### src/hdl/compact_scalar_value_encoder_macros.svh
// assertion helpers shared by the encoder blocks
`ifndef COMPACT_SCALAR_VALUE_ENCODER_MACROS_SVH
`define COMPACT_SCALAR_VALUE_ENCODER_MACROS_SVH

// same-cycle implication, sampled on clk, off during reset
`define CSVE_ASSERT_IMP(label, ante, cons) \
    label: assert property (@(posedge clk) disable iff (!rst_n) (ante) |-> (cons)) \
        else $error("csve check failed");

// next-cycle implication, sampled on clk, off during reset
`define CSVE_ASSERT_NXT(label, ante, cons) \
    label: assert property (@(posedge clk) disable iff (!rst_n) (ante) |=> (cons)) \
        else $error("csve check failed");

`endif

### src/hdl/csve_pkg.sv
package csve_pkg;

    typedef enum logic [2:0] {
        CMD_NULL  = 3'd0,
        CMD_BOOL  = 3'd1,
        CMD_INT32 = 3'd2,
        CMD_INT64 = 3'd3,
        CMD_DATE  = 3'd4
    } cmd_t;

    typedef struct packed {
        logic [2:0]         command;
        logic signed [63:0] value;
    } item_t;

    typedef struct packed {
        logic [7:0] out_byte;
        logic       last;
    } result_t;

    // tag byte plus left-aligned payload bytes still to send after it
    typedef struct packed {
        logic [7:0]  tag;
        logic [3:0]  nrem;
        logic [63:0] data;
    } enc_t;

    localparam int QUEUE_DEPTH = 2;
    localparam int QPTR_W      = $clog2(QUEUE_DEPTH);
    localparam int QCNT_W      = $clog2(QUEUE_DEPTH + 1);

    localparam logic [7:0] TAG_NULL     = 8'h4e;
    localparam logic [7:0] TAG_TRUE     = 8'h54;
    localparam logic [7:0] TAG_FALSE    = 8'h46;
    localparam logic [7:0] TAG_INT_1B   = 8'h90;
    localparam logic [7:0] TAG_INT_2B   = 8'hc8;
    localparam logic [7:0] TAG_INT_3B   = 8'hd4;
    localparam logic [7:0] TAG_INT      = 8'h49;
    localparam logic [7:0] TAG_LONG_1B  = 8'he0;
    localparam logic [7:0] TAG_LONG_2B  = 8'hf8;
    localparam logic [7:0] TAG_LONG_3B  = 8'h3c;
    localparam logic [7:0] TAG_LONG_4B  = 8'h59;
    localparam logic [7:0] TAG_LONG     = 8'h4c;
    localparam logic [7:0] TAG_DATE_MIN = 8'h4b;
    localparam logic [7:0] TAG_DATE_MS  = 8'h4a;

    // 60000 = 2^5 * 1875, the odd part is divided out by its inverse mod 2^32
    localparam int MS_PER_MINUTE  = 60000;
    localparam int MINUTE_SHIFT   = 5;
    localparam int MINUTE_ODD_INT = MS_PER_MINUTE >> MINUTE_SHIFT;
    localparam logic signed [11:0] MINUTE_ODD = 12'(MINUTE_ODD_INT);

    // newton iteration, each round doubles the number of correct low bits
    function automatic logic [31:0] odd_inverse(input logic [31:0] d);
        logic [31:0] y;
        y = d;
        for (int i = 0; i < 5; i++)
        begin
            y = y * (32'd2 - d * y);
        end
        return y;
    endfunction

    localparam logic [31:0] INV_MINUTE_ODD = odd_inverse(32'(MINUTE_ODD_INT));

endpackage

### src/hdl/compact_scalar_value_encoder.sv
// path: stage one, then the queue, then the serializer, which registers each output byte
// throughput: one output byte per cycle while result_ready is high; an item is a tag plus
//   0/1/2/4/8 payload bytes, and the single-byte result port is what bounds it
// a 2-entry queue lets the classifier take new items while the serializer drains
// reset: rst_n clears all valid flags and queue pointers at once, no clearing pass
module compact_scalar_value_encoder
    import csve_pkg::*;
(
    input  logic    clk,
    input  logic    rst_n,
    input  item_t   item,
    input  logic    item_valid,
    output logic    item_ready,
    output result_t result,
    output logic    result_valid,
    input  logic    result_ready
);

    logic push;
    enc_t push_entry;
    logic q_full;
    logic q_empty;
    logic pop;
    enc_t head;

    csve_front u_front (
        .clk        (clk),
        .rst_n      (rst_n),
        .item       (item),
        .item_valid (item_valid),
        .item_ready (item_ready),
        .push       (push),
        .push_entry (push_entry),
        .q_full     (q_full)
    );

    csve_queue u_queue (
        .clk        (clk),
        .rst_n      (rst_n),
        .push       (push),
        .push_entry (push_entry),
        .full       (q_full),
        .pop        (pop),
        .head       (head),
        .empty      (q_empty)
    );

    csve_back u_back (
        .clk          (clk),
        .rst_n        (rst_n),
        .head         (head),
        .q_empty      (q_empty),
        .pop          (pop),
        .result       (result),
        .result_valid (result_valid),
        .result_ready (result_ready)
    );

endmodule

### src/hdl/csve_front.sv
`include "compact_scalar_value_encoder_macros.svh"

module csve_front
    import csve_pkg::*;
(
    input  logic  clk,
    input  logic  rst_n,
    input  item_t item,
    input  logic  item_valid,
    output logic  item_ready,
    output logic  push,
    output enc_t  push_entry,
    input  logic  q_full
);

    logic               s1_valid_reg;
    logic               s1_valid_next;
    logic [2:0]         s1_cmd_reg;
    logic [63:0]        s1_val_reg;
    logic [31:0]        s1_minutes_reg;
    logic [31:0]        s1_minutes_next;

    logic signed [31:0] v32;
    logic signed [63:0] v64;
    logic signed [43:0] minutes_back;
    logic               date_min_ok;
    logic               cmd_known;
    cmd_t               cmd;

    assign item_ready = !s1_valid_reg || !q_full;

    // low word of the minute count, exact whenever the date is whole minutes
    assign s1_minutes_next = item.value[MINUTE_SHIFT+31:MINUTE_SHIFT] * INV_MINUTE_ODD;

    always_comb
    begin
        s1_valid_next = item_ready ? item_valid : s1_valid_reg;
    end

    always_ff @(posedge clk or negedge rst_n)
    begin
        if (!rst_n)
        begin
            s1_valid_reg <= 1'b0;
        end
        else
        begin
            s1_valid_reg <= s1_valid_next;
        end
    end

    always_ff @(posedge clk)
    begin
        if (item_ready && item_valid)
        begin
            s1_cmd_reg     <= item.command;
            s1_val_reg     <= item.value;
            s1_minutes_reg <= s1_minutes_next;
        end
    end

    always_comb
    begin
        v32          = s1_val_reg[31:0];
        v64          = s1_val_reg;
        cmd          = cmd_t'(s1_cmd_reg);
        // multiplying back proves both divisibility and the 32-bit range
        minutes_back = $signed(s1_minutes_reg) * MINUTE_ODD;
        date_min_ok  = (s1_val_reg[MINUTE_SHIFT-1:0] == '0) &&
                       (s1_val_reg[63:MINUTE_SHIFT] == (64-MINUTE_SHIFT)'(minutes_back));
        cmd_known    = 1'b1;
        push_entry   = '0;
        case (cmd)
            CMD_NULL:
            begin
                push_entry.tag = TAG_NULL;
            end
            CMD_BOOL:
            begin
                push_entry.tag = s1_val_reg[0] ? TAG_TRUE : TAG_FALSE;
            end
            CMD_INT32:
            begin
                if (v32 >= -32'sd16 && v32 <= 32'sd47)
                begin
                    push_entry.tag = TAG_INT_1B + v32[7:0];
                end
                else if (v32 >= -32'sd2048 && v32 <= 32'sd2047)
                begin
                    push_entry.tag  = TAG_INT_2B + v32[15:8];
                    push_entry.nrem = 4'd1;
                    push_entry.data = {v32[7:0], 56'h0};
                end
                else if (v32 >= -32'sd262144 && v32 <= 32'sd262143)
                begin
                    push_entry.tag  = TAG_INT_3B + v32[23:16];
                    push_entry.nrem = 4'd2;
                    push_entry.data = {v32[15:0], 48'h0};
                end
                else
                begin
                    push_entry.tag  = TAG_INT;
                    push_entry.nrem = 4'd4;
                    push_entry.data = {v32, 32'h0};
                end
            end
            CMD_INT64:
            begin
                if (v64 >= -64'sd8 && v64 <= 64'sd15)
                begin
                    push_entry.tag = TAG_LONG_1B + v64[7:0];
                end
                else if (v64 >= -64'sd2048 && v64 <= 64'sd2047)
                begin
                    push_entry.tag  = TAG_LONG_2B + v64[15:8];
                    push_entry.nrem = 4'd1;
                    push_entry.data = {v64[7:0], 56'h0};
                end
                else if (v64 >= -64'sd262144 && v64 <= 64'sd262143)
                begin
                    push_entry.tag  = TAG_LONG_3B + v64[23:16];
                    push_entry.nrem = 4'd2;
                    push_entry.data = {v64[15:0], 48'h0};
                end
                else if (v64 >= -64'sd2147483648 && v64 <= 64'sd2147483647)
                begin
                    push_entry.tag  = TAG_LONG_4B;
                    push_entry.nrem = 4'd4;
                    push_entry.data = {v64[31:0], 32'h0};
                end
                else
                begin
                    push_entry.tag  = TAG_LONG;
                    push_entry.nrem = 4'd8;
                    push_entry.data = v64;
                end
            end
            CMD_DATE:
            begin
                if (date_min_ok)
                begin
                    push_entry.tag  = TAG_DATE_MIN;
                    push_entry.nrem = 4'd4;
                    push_entry.data = {s1_minutes_reg, 32'h0};
                end
                else
                begin
                    push_entry.tag  = TAG_DATE_MS;
                    push_entry.nrem = 4'd8;
                    push_entry.data = v64;
                end
            end
            default:
            begin
                cmd_known = 1'b0;
            end
        endcase
    end

    // unknown commands leave stage one without a queue entry
    assign push = s1_valid_reg && cmd_known && !q_full;

    `CSVE_ASSERT_NXT(a_s1_holds_on_stall, s1_valid_reg && q_full,
                     s1_valid_reg && $stable(s1_val_reg) && $stable(s1_cmd_reg))

endmodule

### src/hdl/csve_queue.sv
`include "compact_scalar_value_encoder_macros.svh"

module csve_queue
    import csve_pkg::*;
(
    input  logic clk,
    input  logic rst_n,
    input  logic push,
    input  enc_t push_entry,
    output logic full,
    input  logic pop,
    output enc_t head,
    output logic empty
);

    enc_t              mem_reg [QUEUE_DEPTH];
    logic [QPTR_W-1:0] wr_ptr_reg;
    logic [QPTR_W-1:0] wr_ptr_next;
    logic [QPTR_W-1:0] rd_ptr_reg;
    logic [QPTR_W-1:0] rd_ptr_next;
    logic [QCNT_W-1:0] count_reg;
    logic [QCNT_W-1:0] count_next;

    assign full  = (count_reg == QCNT_W'(QUEUE_DEPTH));
    assign empty = (count_reg == '0);
    assign head  = mem_reg[rd_ptr_reg];

    always_comb
    begin
        wr_ptr_next = wr_ptr_reg;
        rd_ptr_next = rd_ptr_reg;
        count_next  = count_reg;
        if (push)
        begin
            wr_ptr_next = (wr_ptr_reg == QPTR_W'(QUEUE_DEPTH - 1)) ? '0 : wr_ptr_reg + 1'b1;
        end
        if (pop)
        begin
            rd_ptr_next = (rd_ptr_reg == QPTR_W'(QUEUE_DEPTH - 1)) ? '0 : rd_ptr_reg + 1'b1;
        end
        if (push && !pop)
        begin
            count_next = count_reg + 1'b1;
        end
        else if (pop && !push)
        begin
            count_next = count_reg - 1'b1;
        end
    end

    always_ff @(posedge clk or negedge rst_n)
    begin
        if (!rst_n)
        begin
            wr_ptr_reg <= '0;
            rd_ptr_reg <= '0;
            count_reg  <= '0;
        end
        else
        begin
            wr_ptr_reg <= wr_ptr_next;
            rd_ptr_reg <= rd_ptr_next;
            count_reg  <= count_next;
        end
    end

    always_ff @(posedge clk)
    begin
        if (push)
        begin
            mem_reg[wr_ptr_reg] <= push_entry;
        end
    end

    `CSVE_ASSERT_IMP(a_count_bound, 1'b1, count_reg <= QCNT_W'(QUEUE_DEPTH))
    `CSVE_ASSERT_IMP(a_pop_not_empty, pop, !empty)

endmodule

### src/hdl/csve_back.sv
`include "compact_scalar_value_encoder_macros.svh"

module csve_back
    import csve_pkg::*;
(
    input  logic    clk,
    input  logic    rst_n,
    input  enc_t    head,
    input  logic    q_empty,
    output logic    pop,
    output result_t result,
    output logic    result_valid,
    input  logic    result_ready
);

    logic        cur_valid_reg;
    logic        cur_valid_next;
    logic [71:0] sh_reg;
    logic [71:0] sh_next;
    logic [3:0]  rem_reg;
    logic [3:0]  rem_next;
    logic        res_valid_reg;
    logic        res_valid_next;
    result_t     res_reg;
    logic        emit;
    logic        finishing;

    // a beat moves into the output register whenever it is free or draining
    assign emit      = cur_valid_reg && (!res_valid_reg || result_ready);
    assign finishing = emit && (rem_reg == '0);
    assign pop       = !q_empty && (!cur_valid_reg || finishing);

    always_comb
    begin
        cur_valid_next = cur_valid_reg;
        sh_next        = sh_reg;
        rem_next       = rem_reg;
        if (pop)
        begin
            cur_valid_next = 1'b1;
            sh_next        = {head.tag, head.data};
            rem_next       = head.nrem;
        end
        else if (finishing)
        begin
            cur_valid_next = 1'b0;
        end
        else if (emit)
        begin
            sh_next  = {sh_reg[63:0], 8'h00};
            rem_next = rem_reg - 4'd1;
        end
        res_valid_next = emit ? 1'b1 : (result_ready ? 1'b0 : res_valid_reg);
    end

    always_ff @(posedge clk or negedge rst_n)
    begin
        if (!rst_n)
        begin
            cur_valid_reg <= 1'b0;
            res_valid_reg <= 1'b0;
        end
        else
        begin
            cur_valid_reg <= cur_valid_next;
            res_valid_reg <= res_valid_next;
        end
    end

    always_ff @(posedge clk)
    begin
        sh_reg  <= sh_next;
        rem_reg <= rem_next;
        if (emit)
        begin
            res_reg.out_byte <= sh_reg[71:64];
            res_reg.last     <= (rem_reg == '0);
        end
    end

    assign result       = res_reg;
    assign result_valid = res_valid_reg;

    `CSVE_ASSERT_NXT(a_rem_countdown, emit && rem_reg != '0,
                     cur_valid_reg && rem_reg == $past(rem_reg) - 4'd1)
    `CSVE_ASSERT_NXT(a_reload_on_finish, finishing && !q_empty, cur_valid_reg)

endmodule

### config.mk
export PLATFORM = sky130hd
export DESIGN_NAME = compact_scalar_value_encoder
export DESIGN_NICKNAME = d
export VERILOG_FILES = /design/src/hdl/csve_pkg.sv /design/src/hdl/compact_scalar_value_encoder.sv /design/src/hdl/csve_front.sv /design/src/hdl/csve_queue.sv /design/src/hdl/csve_back.sv
export VERILOG_INCLUDE_DIRS = /design/src /design/src/hdl
export SDC_FILE = /design/constraint.sdc
export NUM_CORES = 2
export LEC_CHECK = 0
export BUFFER_PORTS_ARGS = -buffer_cell sky130_fd_sc_hd__buf_2
export CORE_MARGIN = 8
export CORE_UTILIZATION = 59
export DETAILED_ROUTE_END_ITERATION = 7
export PLACE_DENSITY = 0.84
export SLEW_MARGIN = 40
export SYNTH_ARGS = -nofsm -noshare
export SYNTH_HDL_FRONTEND = slang
export SYNTH_SLANG_ARGS = --single-unit
### constraint.sdc
create_clock -name clk -period 6.3 [get_ports clk]
set_clock_uncertainty 0.05 [all_clocks]
set_input_delay 0.945 -clock clk [delete_from_list [all_inputs] [get_ports clk]]
set_output_delay 0.945 -clock clk [all_outputs]
set_load 0.05 [all_outputs]
==> impl_metrics.toml <==
[outcome]
status = "complete, but fails checks"
violations = "setup timing"

[timing]
slew_headroom = 0.435
hold_slack_ps = 168
hold_viol = 0
maxSlewViolCount = 0
finalSetupViolCount = 136
setup_ws_ps = -831
rsz0062_at_grt = "yes"
fin_setup_tns_ps = -92990
fmax_ghz = 0.140
tightest_slew_ps = 840
finalCriticalPeriod_ps = 7130
timing.final.crit_share = 1.13

[synthesis]
synth_top_flop_cell = "edfxtp_1"
synth_edf_count = 335
syn_area_per_cell_um2 = 10.7
seq_area_frac_synth = 0.309
netlist_area_um2 = 33100
synth_cells = 3092
synth.distinct_cells = 86
ys_warn_count = 0
async_flop_share = 0.0205
synth_nets = 3901
synth_seq_cells = 342

[route]
wl_mm = 119
dr.first_iter.drc_count = 3207
drcViolationCount = 0
vias = 27700
drt.antenna.violating_nets = 0
via_per_inst = 6.10
first_pass_iters = 5
wl_per_cell_um = 26.1

[setup_path]
r2r_slack_ps = -830
cpLargestDelayFamily = "adder cells"
end_kind = "flip-flop"
arrival_ps = 7370
slowest_delay_ps = 700
cp_num_buf_inv = 8
crit_fanout = 5
crit_required_ps = 6540
worstSetupPathType = "reg2reg"
cp_slowest_cell = "fa_1"
crit_path_cell_trace = "buf_4, ha_1, ha_1, inv_1, fa_1, fa_1, fa_1, inv_1, ha_1, or3_4, buf_4, o211ai_1, a211oi_2, o21bai_1, buf_4, nor3_1, or3_4, nor4_4, nand4_4, buf_6, buf_8, mux2i_1, o21ai_1, buf_4"
startpoint_type = "flip-flop"
path_common_cell = "buf_4"

[layout]
layout_common_cells = "inv_1 (679), buf_4 (586), fa_1 (339), edfxtp_1 (335), ha_1 (291)"
layout.nets = 4572
fin_cells = 4550
fillers = 3282
drive_gt1_frac = 0.291
layout_commonest_cell = "inv_1"
largest_reg_flops = 152
area_growth_pct = 28.6

[job]
cap_violations = 0

[clock_tree]
ctsHoldBuffers = 0
cts_tree = "yes"
clock_sinks = 342
clk_latency_ps = 560
numCtsBuffers = 37
cts_max_path_buffers = 3
root_buffer = "clkbuf_16"
clock_tree.htree_level_count = 2
clk_pin_slew_ps = 60

[floorplan]
start_util = 0.592
die_w_um = 253
coreArea_um2 = 56000
io_pins = 82
fp.dieH_um = 253
die-area_um2 = 63900
num_rows = 87

[place]
place_congestion = 1.08
dpl.cell_count = 4378
portBuffers = 81
dp_hpwl_mm = 83.8
dpl_worst_slack_ps = -1140

[global_routing]
grt_max_degree = 114
grtUsageMet2 = 0.561
grt_pass1_wl_mm = 169
met1_usage = 0.432
busiest_layer = "met2"
gr-usage-all-layers = 0.349
antenna_found_initial = 8
grt_pass1_vias = 28900
grt_remaining_overflow = 0
met3_usage = 0.0722

[min_path]
hp-class = "in2async"
==> worst reg2reg max path: cells and delay by family, from the launching register on <==
kind                       cells  cell delay [ps]
AOI/OAI and AO/OA              4              770
adders and majority gates      6             2760
buffers and inverters          8             1230
DFF                            1              470
muxes                          1              150
and+or+nand+nor                5             1450
==> cell families after synthesis <==
group | share of synthesized area
AO/OA/AOI/OAI | 0.0897
XOR/XNOR | 0.0363
adder cells (fa/ha/maj) | 0.364
buffers and inverters | 0.0937
flip-flops | 0.309
multiplexers | 0.0330
AND/OR/NAND/NOR | 0.0745
==> synthesized netlist by cell type, drive strengths merged, types with 12 or more instances <==
| cell | n | area share |
|---|---|---|
| fa | 373 | 0.23 |
| xnor2 | 94 | 0.025 |
| a21oi | 106 | 0.016 |
| a211oi | 18 | 0.0045 |
| buf | 26 | 0.0041 |
| nor2b | 12 | 0.0023 |
| nor3 | 23 | 0.0035 |
| nor2 | 116 | 0.013 |
| nor4 | 24 | 0.0052 |
| o22ai | 30 | 0.0059 |
| nand2 | 145 | 0.016 |
| a21o | 19 | 0.0043 |
| o21ai | 142 | 0.021 |
| mux2i | 107 | 0.032 |
| and2 | 26 | 0.0049 |
| nand4 | 35 | 0.0071 |
| inv | 719 | 0.082 |
| nand2b | 17 | 0.0032 |
| a221o | 17 | 0.0051 |
| and3 | 21 | 0.0040 |
| edfxtp | 335 | 0.30 |
| ha | 365 | 0.14 |
| o21a | 17 | 0.0039 |
| nand3 | 28 | 0.0042 |
| clkbuf | 71 | 0.0081 |
| xor2 | 43 | 0.011 |
==> routing by layer <==
layer / vias to the layer above / wire length [um]
met3: 675 / 13500
met4: 6 / 10200
met1: 13300 / 41900
met2: 2126 / 53300
li1: 11600 / -
met5: - / 38
==> final timing paths <==
check                      cells after the start                endpoint                       from
setup / recovery                              24  u_queue.mem_reg[0][57]  u_front.s1_minutes_reg[2]
hold / removal                                 1      u_queue.rd_ptr_reg                      rst_n
setup reg to reg                              24  u_queue.mem_reg[0][57]  u_front.s1_minutes_reg[2]
hold reg to reg                                0        u_back.result[3]          u_back.sh_reg[66]
max in group asynchronous                      1      u_queue.rd_ptr_reg                      rst_n
min in group clk                               0        u_back.result[3]          u_back.sh_reg[66]
==> cell type report <==
type / count / area, um2 / share of cell area
clock buffer: 42 / 966 / 0.0227
timing repair buffer: 729 / 5630 / 0.132
inverter: 719 / 2710 / 0.0638
tap: 756 / 946 / 0.0222
clock inverter: 25 / 342 / 0.00803
multi-input combinational: 1934 / 21700 / 0.510
sequential: 342 / 10200 / 0.241
antenna: 3 / 7.51 / 0.000176
==> repair_timing <==
item | in CTS | in global routing
setup buffers | 76 | 30
gates cloned | 1 | 0
pin swaps | 212 | 119
setup endpoints to repair | 135 | 136
resized for setup | 341 | 87
==> metrics by stage <==
step	area, um2	util
floorplan	33200	-
global placement	38400	0.685
detailed placement	38400	0.686
CTS	41900	0.749
global route	42500	0.760
finish	42600	0.761
Power is not shown: default switching activity piles up to over one toggle a cycle in this logic, so the estimate is an artifact.
